## src/sv/evad_pkg.sv

```systemverilog
// shared types, constants and register codes of the energy voice activity detector
package evad_pkg;

   localparam int MAX_FRAME_SAMPLES_DEFAULT = 1024;

   localparam int ENERGY_W = 31;
   localparam int SQUARE_W = 31;
   localparam int THR_W = 15;
   localparam int THR_SQ_W = 30;
   localparam int RUN_W = 8;
   localparam int MS_W = 32;
   localparam int CSR_ADDR_W = 4;
   localparam int CSR_DATA_W = 32;

   localparam logic [1:0] REG_ENERGY_THRESHOLD = 2'd0;
   localparam logic [1:0] REG_SPEECH_FRAMES_NEEDED = 2'd1;
   localparam logic [1:0] REG_SILENCE_TIMEOUT_MS = 2'd2;
   localparam logic [1:0] REG_MIN_SPEECH_MS = 2'd3;

   localparam logic [14:0] ENERGY_THRESHOLD_RESET = 15'd500;
   localparam logic [7:0] SPEECH_FRAMES_NEEDED_RESET = 8'd3;
   localparam logic [15:0] SILENCE_TIMEOUT_MS_RESET = 16'd1000;
   localparam logic [15:0] MIN_SPEECH_MS_RESET = 16'd500;

   typedef enum logic [1:0] {
      MODE_IDLE = 2'd0,
      MODE_SPEAKING = 2'd1,
      MODE_TRAILING = 2'd2
   } vad_mode_type;

   typedef struct packed {
      logic [14:0] energy_threshold;
      logic [7:0] speech_frames_needed;
      logic [15:0] silence_timeout_ms;
      logic [15:0] min_speech_ms;
   } cfg_type;

   typedef struct packed {
      logic load;
      logic clear;
      logic square;
      logic accum;
      logic div_start;
      logic decide;
   } cmd_type;

   typedef struct packed {
      logic op;
      logic frame_last;
      logic div_last;
      logic out_free;
   } status_type;

endpackage

```

## src/sv/evad_csr.sv

```systemverilog
// configuration register file with apb-style access
module evad_csr (
   input logic clock,
   input logic reset,
   input logic csr_psel,
   input logic csr_penable,
   input logic csr_pwrite,
   input logic [evad_pkg::CSR_ADDR_W-1:0] csr_paddr,
   input logic [evad_pkg::CSR_DATA_W-1:0] csr_pwdata,
   output logic [evad_pkg::CSR_DATA_W-1:0] csr_prdata,
   output logic csr_pready,
   output evad_pkg::cfg_type cfg
);
   import evad_pkg::*;

   cfg_type cfg_ff;
   logic [1:0] index;
   logic write_en;

   assign index = csr_paddr[3:2];
   assign write_en = csr_psel && csr_penable && csr_pwrite;
   assign csr_pready = 1'b1;
   assign cfg = cfg_ff;

   always_ff @(posedge clock) begin
      if (reset) begin
         cfg_ff.energy_threshold <= ENERGY_THRESHOLD_RESET;
         cfg_ff.speech_frames_needed <= SPEECH_FRAMES_NEEDED_RESET;
         cfg_ff.silence_timeout_ms <= SILENCE_TIMEOUT_MS_RESET;
         cfg_ff.min_speech_ms <= MIN_SPEECH_MS_RESET;
      end else if (write_en) begin
         unique case (index)
            REG_ENERGY_THRESHOLD: cfg_ff.energy_threshold <= csr_pwdata[14:0];
            REG_SPEECH_FRAMES_NEEDED: cfg_ff.speech_frames_needed <= csr_pwdata[7:0];
            REG_SILENCE_TIMEOUT_MS: cfg_ff.silence_timeout_ms <= csr_pwdata[15:0];
            REG_MIN_SPEECH_MS: cfg_ff.min_speech_ms <= csr_pwdata[15:0];
            default: cfg_ff <= cfg_ff;
         endcase
      end
   end

   always_comb begin
      unique case (index)
         REG_ENERGY_THRESHOLD: csr_prdata = {17'b0, cfg_ff.energy_threshold};
         REG_SPEECH_FRAMES_NEEDED: csr_prdata = {24'b0, cfg_ff.speech_frames_needed};
         REG_SILENCE_TIMEOUT_MS: csr_prdata = {16'b0, cfg_ff.silence_timeout_ms};
         REG_MIN_SPEECH_MS: csr_prdata = {16'b0, cfg_ff.min_speech_ms};
         default: csr_prdata = '0;
      endcase
   end

endmodule

```

## src/sv/evad_divider.sv

```systemverilog
// bit-serial restoring divider for the frame mean square
module evad_divider #(
   parameter int SUM_W = 41,
   parameter int CNT_W = 11
) (
   input logic clock,
   input logic reset,
   input logic start,
   input logic [SUM_W-1:0] dividend,
   input logic [CNT_W-1:0] divisor,
   output logic last,
   output logic [SUM_W-1:0] quotient
);
   localparam int STEP_W = $clog2(SUM_W + 1);

   logic busy_ff, busy_in;
   logic [STEP_W-1:0] step_ff, step_in;
   logic [CNT_W-1:0] rem_ff, rem_in;
   logic [SUM_W-1:0] quo_ff, quo_in;
   logic [CNT_W-1:0] divisor_ff, divisor_in;
   logic [CNT_W:0] shifted;
   logic [CNT_W:0] diff;
   logic fits;

   assign shifted = {rem_ff, quo_ff[SUM_W-1]};
   assign diff = shifted - {1'b0, divisor_ff};
   assign fits = shifted >= {1'b0, divisor_ff};
   assign last = busy_ff && (step_ff == STEP_W'(1));
   assign quotient = quo_ff;

   always_comb begin
      busy_in = busy_ff;
      step_in = step_ff;
      rem_in = rem_ff;
      quo_in = quo_ff;
      divisor_in = divisor_ff;
      if (start) begin
         busy_in = 1'b1;
         step_in = STEP_W'(SUM_W);
         rem_in = '0;
         quo_in = dividend;
         divisor_in = divisor;
      end else if (busy_ff) begin
         step_in = step_ff - STEP_W'(1);
         busy_in = (step_ff != STEP_W'(1));
         rem_in = fits ? diff[CNT_W-1:0] : shifted[CNT_W-1:0];
         quo_in = {quo_ff[SUM_W-2:0], fits};
      end
   end

   always_ff @(posedge clock) begin
      if (reset) begin
         busy_ff <= 1'b0;
         step_ff <= '0;
      end else begin
         busy_ff <= busy_in;
         step_ff <= step_in;
      end
      rem_ff <= rem_in;
      quo_ff <= quo_in;
      divisor_ff <= divisor_in;
   end

endmodule

```

## src/sv/evad_datapath.sv

```systemverilog
// sample accumulator, frame decision, detector mode and result register
module evad_datapath #(
   parameter int MAX_FRAME_SAMPLES = evad_pkg::MAX_FRAME_SAMPLES_DEFAULT
) (
   input logic clock,
   input logic reset,
   input evad_pkg::cmd_type cmd,
   output evad_pkg::status_type status,
   input evad_pkg::cfg_type cfg,
   input logic req_op,
   input logic signed [15:0] req_sample,
   input logic req_frame_last,
   input logic [31:0] req_now_ms,
   output logic rsp_valid,
   input logic rsp_stall,
   output logic [1:0] rsp_vad_state,
   output logic rsp_frame_is_speech,
   output logic [30:0] rsp_frame_energy
);
   import evad_pkg::*;

   localparam int SUM_W = SQUARE_W + $clog2(MAX_FRAME_SAMPLES);
   localparam int CNT_W = $clog2(MAX_FRAME_SAMPLES + 1);

   logic op_ff;
   logic signed [15:0] sample_ff;
   logic frame_last_ff;
   logic [MS_W-1:0] now_ff;

   logic [SQUARE_W-1:0] square_ff;
   logic [THR_SQ_W-1:0] thr_sq_ff;
   logic [SUM_W-1:0] sum_ff;
   logic [CNT_W-1:0] count_ff;

   vad_mode_type mode_ff, mode_in;
   logic [RUN_W-1:0] run_ff, run_in, run_inc;
   logic [MS_W-1:0] start_ff, start_in, last_ff, last_in;

   logic rsp_valid_ff;
   logic [1:0] rsp_vad_state_ff;
   logic rsp_frame_is_speech_ff;
   logic [ENERGY_W-1:0] rsp_frame_energy_ff;

   logic [16:0] ext, mag;
   logic [33:0] prod;
   logic [SUM_W-1:0] quotient;
   logic div_last;
   logic [ENERGY_W-1:0] energy;
   logic speech;
   logic [MS_W-1:0] silence, duration;
   logic room;

   evad_divider #(
      .SUM_W(SUM_W),
      .CNT_W(CNT_W)
   ) u_divider (
      .clock(clock),
      .reset(reset),
      .start(cmd.div_start),
      .dividend(sum_ff),
      .divisor(count_ff),
      .last(div_last),
      .quotient(quotient)
   );

   assign ext = {sample_ff[15], sample_ff};
   assign mag = sample_ff[15] ? 17'(~ext + 17'd1) : ext;
   assign prod = {17'b0, mag} * {17'b0, mag};
   assign room = count_ff < CNT_W'(MAX_FRAME_SAMPLES);

   assign energy = quotient[ENERGY_W-1:0];
   assign speech = energy > {1'b0, thr_sq_ff};
   assign silence = now_ff - last_ff;
   assign duration = now_ff - start_ff;
   assign run_inc = (run_ff == {RUN_W{1'b1}}) ? run_ff : run_ff + RUN_W'(1);

   assign status.op = op_ff;
   assign status.frame_last = frame_last_ff;
   assign status.div_last = div_last;
   assign status.out_free = !rsp_valid_ff || !rsp_stall;

   assign rsp_valid = rsp_valid_ff;
   assign rsp_vad_state = rsp_vad_state_ff;
   assign rsp_frame_is_speech = rsp_frame_is_speech_ff;
   assign rsp_frame_energy = rsp_frame_energy_ff;

   always_comb begin
      mode_in = mode_ff;
      run_in = run_ff;
      start_in = start_ff;
      last_in = last_ff;
      unique case (mode_ff)
         MODE_IDLE: begin
            if (speech) begin
               run_in = run_inc;
               if (run_inc >= cfg.speech_frames_needed) begin
                  mode_in = MODE_SPEAKING;
                  start_in = now_ff;
                  last_in = now_ff;
               end
            end else begin
               run_in = '0;
            end
         end
         MODE_SPEAKING: begin
            if (speech) begin
               last_in = now_ff;
            end else if (silence > {16'b0, cfg.silence_timeout_ms}) begin
               if (duration >= {16'b0, cfg.min_speech_ms}) begin
                  mode_in = MODE_TRAILING;
               end else begin
                  mode_in = MODE_IDLE;
                  run_in = '0;
               end
            end
         end
         MODE_TRAILING: begin
            mode_in = mode_ff;
         end
         default: begin
            mode_in = mode_ff;
         end
      endcase
   end

   always_ff @(posedge clock) begin
      if (cmd.load) begin
         op_ff <= req_op;
         sample_ff <= req_sample;
         frame_last_ff <= req_frame_last;
         now_ff <= req_now_ms;
      end
      if (cmd.square) begin
         square_ff <= prod[SQUARE_W-1:0];
         thr_sq_ff <= THR_SQ_W'(cfg.energy_threshold) * THR_SQ_W'(cfg.energy_threshold);
      end
      if (cmd.decide) begin
         rsp_vad_state_ff <= mode_in;
         rsp_frame_is_speech_ff <= speech;
         rsp_frame_energy_ff <= energy;
      end
   end

   always_ff @(posedge clock) begin
      if (reset || cmd.clear) begin
         mode_ff <= MODE_IDLE;
         run_ff <= '0;
         start_ff <= '0;
         last_ff <= '0;
         sum_ff <= '0;
         count_ff <= '0;
      end else if (cmd.decide) begin
         mode_ff <= mode_in;
         run_ff <= run_in;
         start_ff <= start_in;
         last_ff <= last_in;
         sum_ff <= '0;
         count_ff <= '0;
      end else if (cmd.accum && room) begin
         sum_ff <= sum_ff + SUM_W'(square_ff);
         count_ff <= count_ff + CNT_W'(1);
      end
   end

   always_ff @(posedge clock) begin
      if (reset) begin
         rsp_valid_ff <= 1'b0;
      end else if (cmd.decide) begin
         rsp_valid_ff <= 1'b1;
      end else if (!rsp_stall) begin
         rsp_valid_ff <= 1'b0;
      end
   end

   count_bound: assert property (@(posedge clock) disable iff (reset)
      count_ff <= CNT_W'(MAX_FRAME_SAMPLES))
      else $error("frame sample count beyond frame limit");

   count_nonzero_at_div: assert property (@(posedge clock) disable iff (reset)
      cmd.div_start |-> count_ff != '0)
      else $error("divide started with empty frame");

endmodule

```

## src/sv/evad_controller.sv

```systemverilog
// sequencing state machine for request handling and frame decision
module evad_controller (
   input logic clock,
   input logic reset,
   input logic req_valid,
   output logic req_stall,
   input evad_pkg::status_type status,
   output evad_pkg::cmd_type cmd
);
   import evad_pkg::*;

   typedef enum logic [2:0] {
      ST_IDLE,
      ST_EXEC,
      ST_ACCUM,
      ST_DIV_LOAD,
      ST_DIVIDE,
      ST_DECIDE
   } state_type;

   state_type state_ff, state_in;
   logic stall_ff;
   logic accept;

   assign req_stall = stall_ff;
   assign accept = req_valid && !stall_ff;

   always_comb begin
      state_in = state_ff;
      cmd = '0;
      unique case (state_ff)
         ST_IDLE: begin
            if (accept) begin
               cmd.load = 1'b1;
               state_in = ST_EXEC;
            end
         end
         ST_EXEC: begin
            if (status.op) begin
               cmd.clear = 1'b1;
               state_in = ST_IDLE;
            end else begin
               cmd.square = 1'b1;
               state_in = ST_ACCUM;
            end
         end
         ST_ACCUM: begin
            cmd.accum = 1'b1;
            state_in = status.frame_last ? ST_DIV_LOAD : ST_IDLE;
         end
         ST_DIV_LOAD: begin
            cmd.div_start = 1'b1;
            state_in = ST_DIVIDE;
         end
         ST_DIVIDE: begin
            if (status.div_last) begin
               state_in = ST_DECIDE;
            end
         end
         ST_DECIDE: begin
            if (status.out_free) begin
               cmd.decide = 1'b1;
               state_in = ST_IDLE;
            end
         end
         default: begin
            state_in = ST_IDLE;
         end
      endcase
   end

   always_ff @(posedge clock) begin
      if (reset) begin
         state_ff <= ST_IDLE;
         stall_ff <= 1'b0;
      end else begin
         state_ff <= state_in;
         stall_ff <= (state_in != ST_IDLE);
      end
   end

   accept_starts_exec: assert property (@(posedge clock) disable iff (reset)
      accept |=> state_ff == ST_EXEC)
      else $error("accepted request did not start execution");

   busy_stalls: assert property (@(posedge clock) disable iff (reset)
      state_ff != ST_IDLE |-> stall_ff)
      else $error("request channel open while busy");

   decide_needs_room: assert property (@(posedge clock) disable iff (reset)
      cmd.decide |-> status.out_free)
      else $error("result written over pending result");

endmodule

```

## src/sv/energy_voice_activity_detector_core.sv

```systemverilog
// top level of the energy voice activity detector
//
//   channel   direction  handshake             payload
//   req       in         req_valid/req_stall   op, sample, frame_last, now_ms
//   rsp       out        rsp_valid/rsp_stall   vad_state, frame_is_speech, frame_energy
//   csr       in         apb-style, pready=1   energy_threshold .. min_speech_ms
//
// a sample request passes through capture, square and accumulate
// a frame's last sample then starts the bit-serial divider that forms the mean
// square, and the decision waits until the divider ends and the output is free
// restart clears detector state; reset is synchronous and needs no clearing pass
// a stalled result stays in the output register while the next request proceeds
module energy_voice_activity_detector_core #(
   parameter int MAX_FRAME_SAMPLES = evad_pkg::MAX_FRAME_SAMPLES_DEFAULT
) (
   input logic clock,
   input logic reset,
   input logic req_valid,
   output logic req_stall,
   input logic req_op,
   input logic signed [15:0] req_sample,
   input logic req_frame_last,
   input logic [31:0] req_now_ms,
   output logic rsp_valid,
   input logic rsp_stall,
   output logic [1:0] rsp_vad_state,
   output logic rsp_frame_is_speech,
   output logic [30:0] rsp_frame_energy,
   input logic csr_psel,
   input logic csr_penable,
   input logic csr_pwrite,
   input logic [evad_pkg::CSR_ADDR_W-1:0] csr_paddr,
   input logic [evad_pkg::CSR_DATA_W-1:0] csr_pwdata,
   output logic [evad_pkg::CSR_DATA_W-1:0] csr_prdata,
   output logic csr_pready
);
   import evad_pkg::*;

   cfg_type cfg;
   cmd_type cmd;
   status_type status;

   evad_csr u_csr (
      .clock(clock),
      .reset(reset),
      .csr_psel(csr_psel),
      .csr_penable(csr_penable),
      .csr_pwrite(csr_pwrite),
      .csr_paddr(csr_paddr),
      .csr_pwdata(csr_pwdata),
      .csr_prdata(csr_prdata),
      .csr_pready(csr_pready),
      .cfg(cfg)
   );

   evad_controller u_controller (
      .clock(clock),
      .reset(reset),
      .req_valid(req_valid),
      .req_stall(req_stall),
      .status(status),
      .cmd(cmd)
   );

   evad_datapath #(
      .MAX_FRAME_SAMPLES(MAX_FRAME_SAMPLES)
   ) u_datapath (
      .clock(clock),
      .reset(reset),
      .cmd(cmd),
      .status(status),
      .cfg(cfg),
      .req_op(req_op),
      .req_sample(req_sample),
      .req_frame_last(req_frame_last),
      .req_now_ms(req_now_ms),
      .rsp_valid(rsp_valid),
      .rsp_stall(rsp_stall),
      .rsp_vad_state(rsp_vad_state),
      .rsp_frame_is_speech(rsp_frame_is_speech),
      .rsp_frame_energy(rsp_frame_energy)
   );

endmodule

```

## config.mk

```make
export PLATFORM = sky130hd
export DESIGN_NAME = energy_voice_activity_detector_core
export DESIGN_NICKNAME = d
export VERILOG_FILES = /design/src/sv/evad_pkg.sv /design/src/sv/evad_csr.sv /design/src/sv/evad_divider.sv /design/src/sv/evad_datapath.sv /design/src/sv/evad_controller.sv /design/src/sv/energy_voice_activity_detector_core.sv
export SDC_FILE = /design/constraint.sdc
export NUM_CORES = 2
export LEC_CHECK = 0
export ABC_AREA = 1
export BUFFER_PORTS_ARGS = -buffer_cell sky130_fd_sc_hd__buf_2
export CORE_ASPECT_RATIO = 1.1
export CORE_MARGIN = 3
export CORE_UTILIZATION = 50
export CTS_CLUSTER_DIAMETER = 120
export DETAILED_ROUTE_END_ITERATION = 6
export GPL_ROUTABILITY_DRIVEN = 1
export PLACE_DENSITY = 0.65
export SLEW_MARGIN = 20
export SYNTH_ARGS = -nofsm -noshare
export SYNTH_HDL_FRONTEND = slang
export SYNTH_SLANG_ARGS = --single-unit
```

## constraint.sdc

```tcl
create_clock -name clock -period 8.78 [get_ports clock]
set_clock_uncertainty 0.2 [all_clocks]
set_input_delay 0.439 -clock clock [delete_from_list [all_inputs] [get_ports clock]]
set_output_delay 0.439 -clock clock [all_outputs]
set_load 0.05 [all_outputs]
```

==> out/results.tsv <==
metric	value	unit
vias_per_cell	5.076	
overflow	0	
placed_cells	5748	
endpoint_kind	register	
first_pass_iters	5	
finalSetupTns	0	ps
h-tree-depth	2	
path_max_fanout	10	
slowest_stage	fa_1	
grt.total_usage	23.94	%
drt_iter0_markers	1968	
clock_latency	580	ps
numPortBuffers	126	
hold_violations	0	
antenna_found_initial	0	
setup_ws	1070	ps
vias	29960	
rsz0062_at_grt	no	
avgSynthCellArea	7.904	um2
drc	0	
finalNonFillerCells	5902	
die_x	266.1	um
dp.final_hpwl	73980	um
cap_violations	0	
path_class	register to register	
hold_class	input port to register	
crit_top_cell	inv_1	
setup_viol	0	
synth_edf_count	195	
synth_flop_cell	dfxtp_1	
cts_tree	built	
core_area	73390	um2
synth_seq_cells	399	
design_area	41210	um2
dieArea	77740	um2
cts_buffers	47	
post-place-ws	1052	ps
yosysTopAreaCell	fa_1	
max_freq	129.7	MHz
netlist_instances	4708	
cp.arrival	7830	ps
status	completed	
io_pins	162	
floorplan.initialDensity	50.70	%
synth_seq_area_share	26.71	%
synthArstFlopShare	0	%
synth_top_area_share	17.81	%
gp_congestion	0.9147	
final_max_slew_viol_count	0	
tightest_slew	1058	ps
ir_drop	0.5973	mV
slew_headroom	29.45	%
leakagePower	20.79	nW
area_growth	10.73	%
fin_crit_sh	87.81	%
startpoint_type	register	
postPlaceCellArea	38940	um2
yosys_warnings	0	
synth_cell_types	60	
cts_root_buf	clkbuf_16	
antenna_cells	0	
hold_slack	34.45	ps
cp.required	8900	ps
grt_pass1_wl	149900	um
netlist_area	37210	um2
grt_pass1_vias	29360	
wl	92420	um
max_stage_delay	550	ps
pwr_density_cell	358.3	nW/um2
ys_top_cells_by_area	fa_1 (18%), edfxtp_1 (16%), ha_1 (12%)	
cts.sinks	399	
nets	5693	
die_y	292.1	um
grt_max_degree	72	
clock_path_buffers	3	
drive_gt1_share	5.982	%
drt-wirelength-per-cell	15.66	um
clkTransAtPathRegs	60	ps
finalCriticalPeriod	7710	ps
rows	104	
cts_resized	0	
ant_nets	0	
## critical path: cells and delay by family, from the launching register on
kind                     cells  cell delay, ps
adder cells (fa/ha/maj)      8            3550
XOR/XNOR                     1              90
buffers and inverters       10             910
AND/OR/NAND/NOR              8            1140
AO/OA/AOI/OAI                6            1000
flip-flops                   1             540
## power by group
group	switching (W)	internal, W	leakage (nW)	total [W]
sequential	0.0000964	0.00262	3.43	0.00272
clock	0.000805	0.00121	0.783	0.00201
combinational	0.00609	0.00395	16.6	0.0100
total	0.00699	0.00778	20.8	0.0148
## cells in the final DEF (no fill, tap or decap), types with 13 or more instances in the layout
cell type | synthesis | final
o21ai_0 | 251 | 251
xnor2_1 | 36 | 36
o21bai_1 | 13 | 13
or2_2 | 14 | 14
nand4_1 | 40 | 40
clkbuf_16 | 0 | 49
inv_1 | 1017 | 1017
edfxtp_1 | 195 | 195
xor2_1 | 101 | 101
a21oi_1 | 344 | 343
fa_1 | 331 | 331
nand3b_1 | 16 | 16
dlygate4sd3_1 | 0 | 67
ha_1 | 359 | 359
conb_1 | 2 | 51
nor3_1 | 42 | 42
o21ai_1 | 16 | 16
dfxtp_1 | 204 | 204
o211ai_1 | 24 | 24
buf_2 | 2 | 126
o21a_1 | 13 | 13
buf_4 | 21 | 29
nand2_1 | 983 | 983
a31oi_1 | 15 | 15
nor2_1 | 335 | 331
nand3_1 | 120 | 120
## state kept, by name, summed over array words and instances (netlist names), 2 cells and up
signal                           count
u_controller.state_ff                3
u_datapath.thr_sq_ff                29
u_datapath.u_divider.step_ff         6
u_datapath.u_divider.quotient       41
u_datapath.run_ff                    8
u_datapath.sample_ff                16
u_datapath.count_ff                 11
u_datapath.square_ff                30
u_datapath.start_ff                 32
u_csr.cfg                           55
u_datapath.u_divider.divisor_ff     11
u_datapath.rsp_frame_energy         31
u_datapath.mode_ff                   2
u_datapath.u_divider.rem_ff         11
u_datapath.rsp_vad_state             2
u_datapath.now_ff                   32
u_datapath.last_ff                  32
u_datapath.sum_ff                   41
## cells by family (layout without fill, tap and decap cells)
| kind of cell | after synthesis | after routing | share of synthesized area, % |
|---|---|---|---|
| DFF | 399 | 399 | 26.71 |
| other | 2 | 51 | 0.02018 |
| xor gates and xnor gates | 137 | 137 | 3.225 |
| adders and majority gates | 690 | 690 | 29.88 |
| AOI/OAI and AO/OA | 730 | 730 | 10.68 |
| and+or+nand+nor | 1597 | 1597 | 17.58 |
| muxes | 1 | 1 | 0.03026 |
| buffers and inverters | 1152 | 1343 | 11.88 |
## final cells by class
| class | count | area, um2 |
|---|---|---|
| Clock inverter | 24 | 274.0 |
| Multi-Input combinational cell | 3206 | 23080 |
| Tap cell | 954 | 1194 |
| Timing Repair Buffer | 222 | 1519 |
| Sequential cell | 399 | 9940 |
| Inverter | 1034 | 3882 |
| Clock buffer | 63 | 1319 |
| Fill cell | 7011 | 32180 |
## final timing paths
kind	to	depth (start not counted)	startpoint	slack [ps]
setup / recovery	u_datapath.square_ff[26]	33	u_datapath.sample_ff[0]	1070
hold / removal	u_csr.cfg[29]	3	csr_pwdata[13]	30
setup reg to reg	u_datapath.square_ff[26]	33	u_datapath.sample_ff[0]	1070
hold reg to reg	u_datapath.u_divider.divisor_ff[6]	0	u_datapath.count_ff[6]	230
## metal layers
layer / wire length, um / share of wire, % / GRT usage [%]
met2: 44910 / 49 / 41.41
met5: 0 / 0 / 0
met1: 40790 / 44 / 31.58
met4: 3087 / 3.3 / 7.651
met3: 3631 / 3.9 / 2.536
## timing repair
action | 4_1_cts | 5_1_grt
buffers inserted | 0 | 0
hold buffers | 67 | 0
endpoints found under the hold margin | 89 | 0
## synthesized netlist by cell type, types with 21 or more instances
library cell,instances
fa_1,331
nor2_1,335
a21oi_1,344
nand4_1,40
o211ai_1,24
buf_4,21
dfxtp_1,204
clkbuf_1,90
xnor2_1,36
nand2_1,983
ha_1,359
nor3_1,42
inv_1,1017
nand3_1,120
edfxtp_1,195
o21ai_0,251
xor2_1,101
## through the flow
step                      power [W]  util (%)
after floorplan             0.01051         -
after global placement      0.01267     53.06
after detailed placement    0.01279     53.06
after CTS                   0.01493     56.14
after global routing        0.01640     56.15
final                       0.01476     56.15
Note: power is estimated with default switching activity, not from simulation.
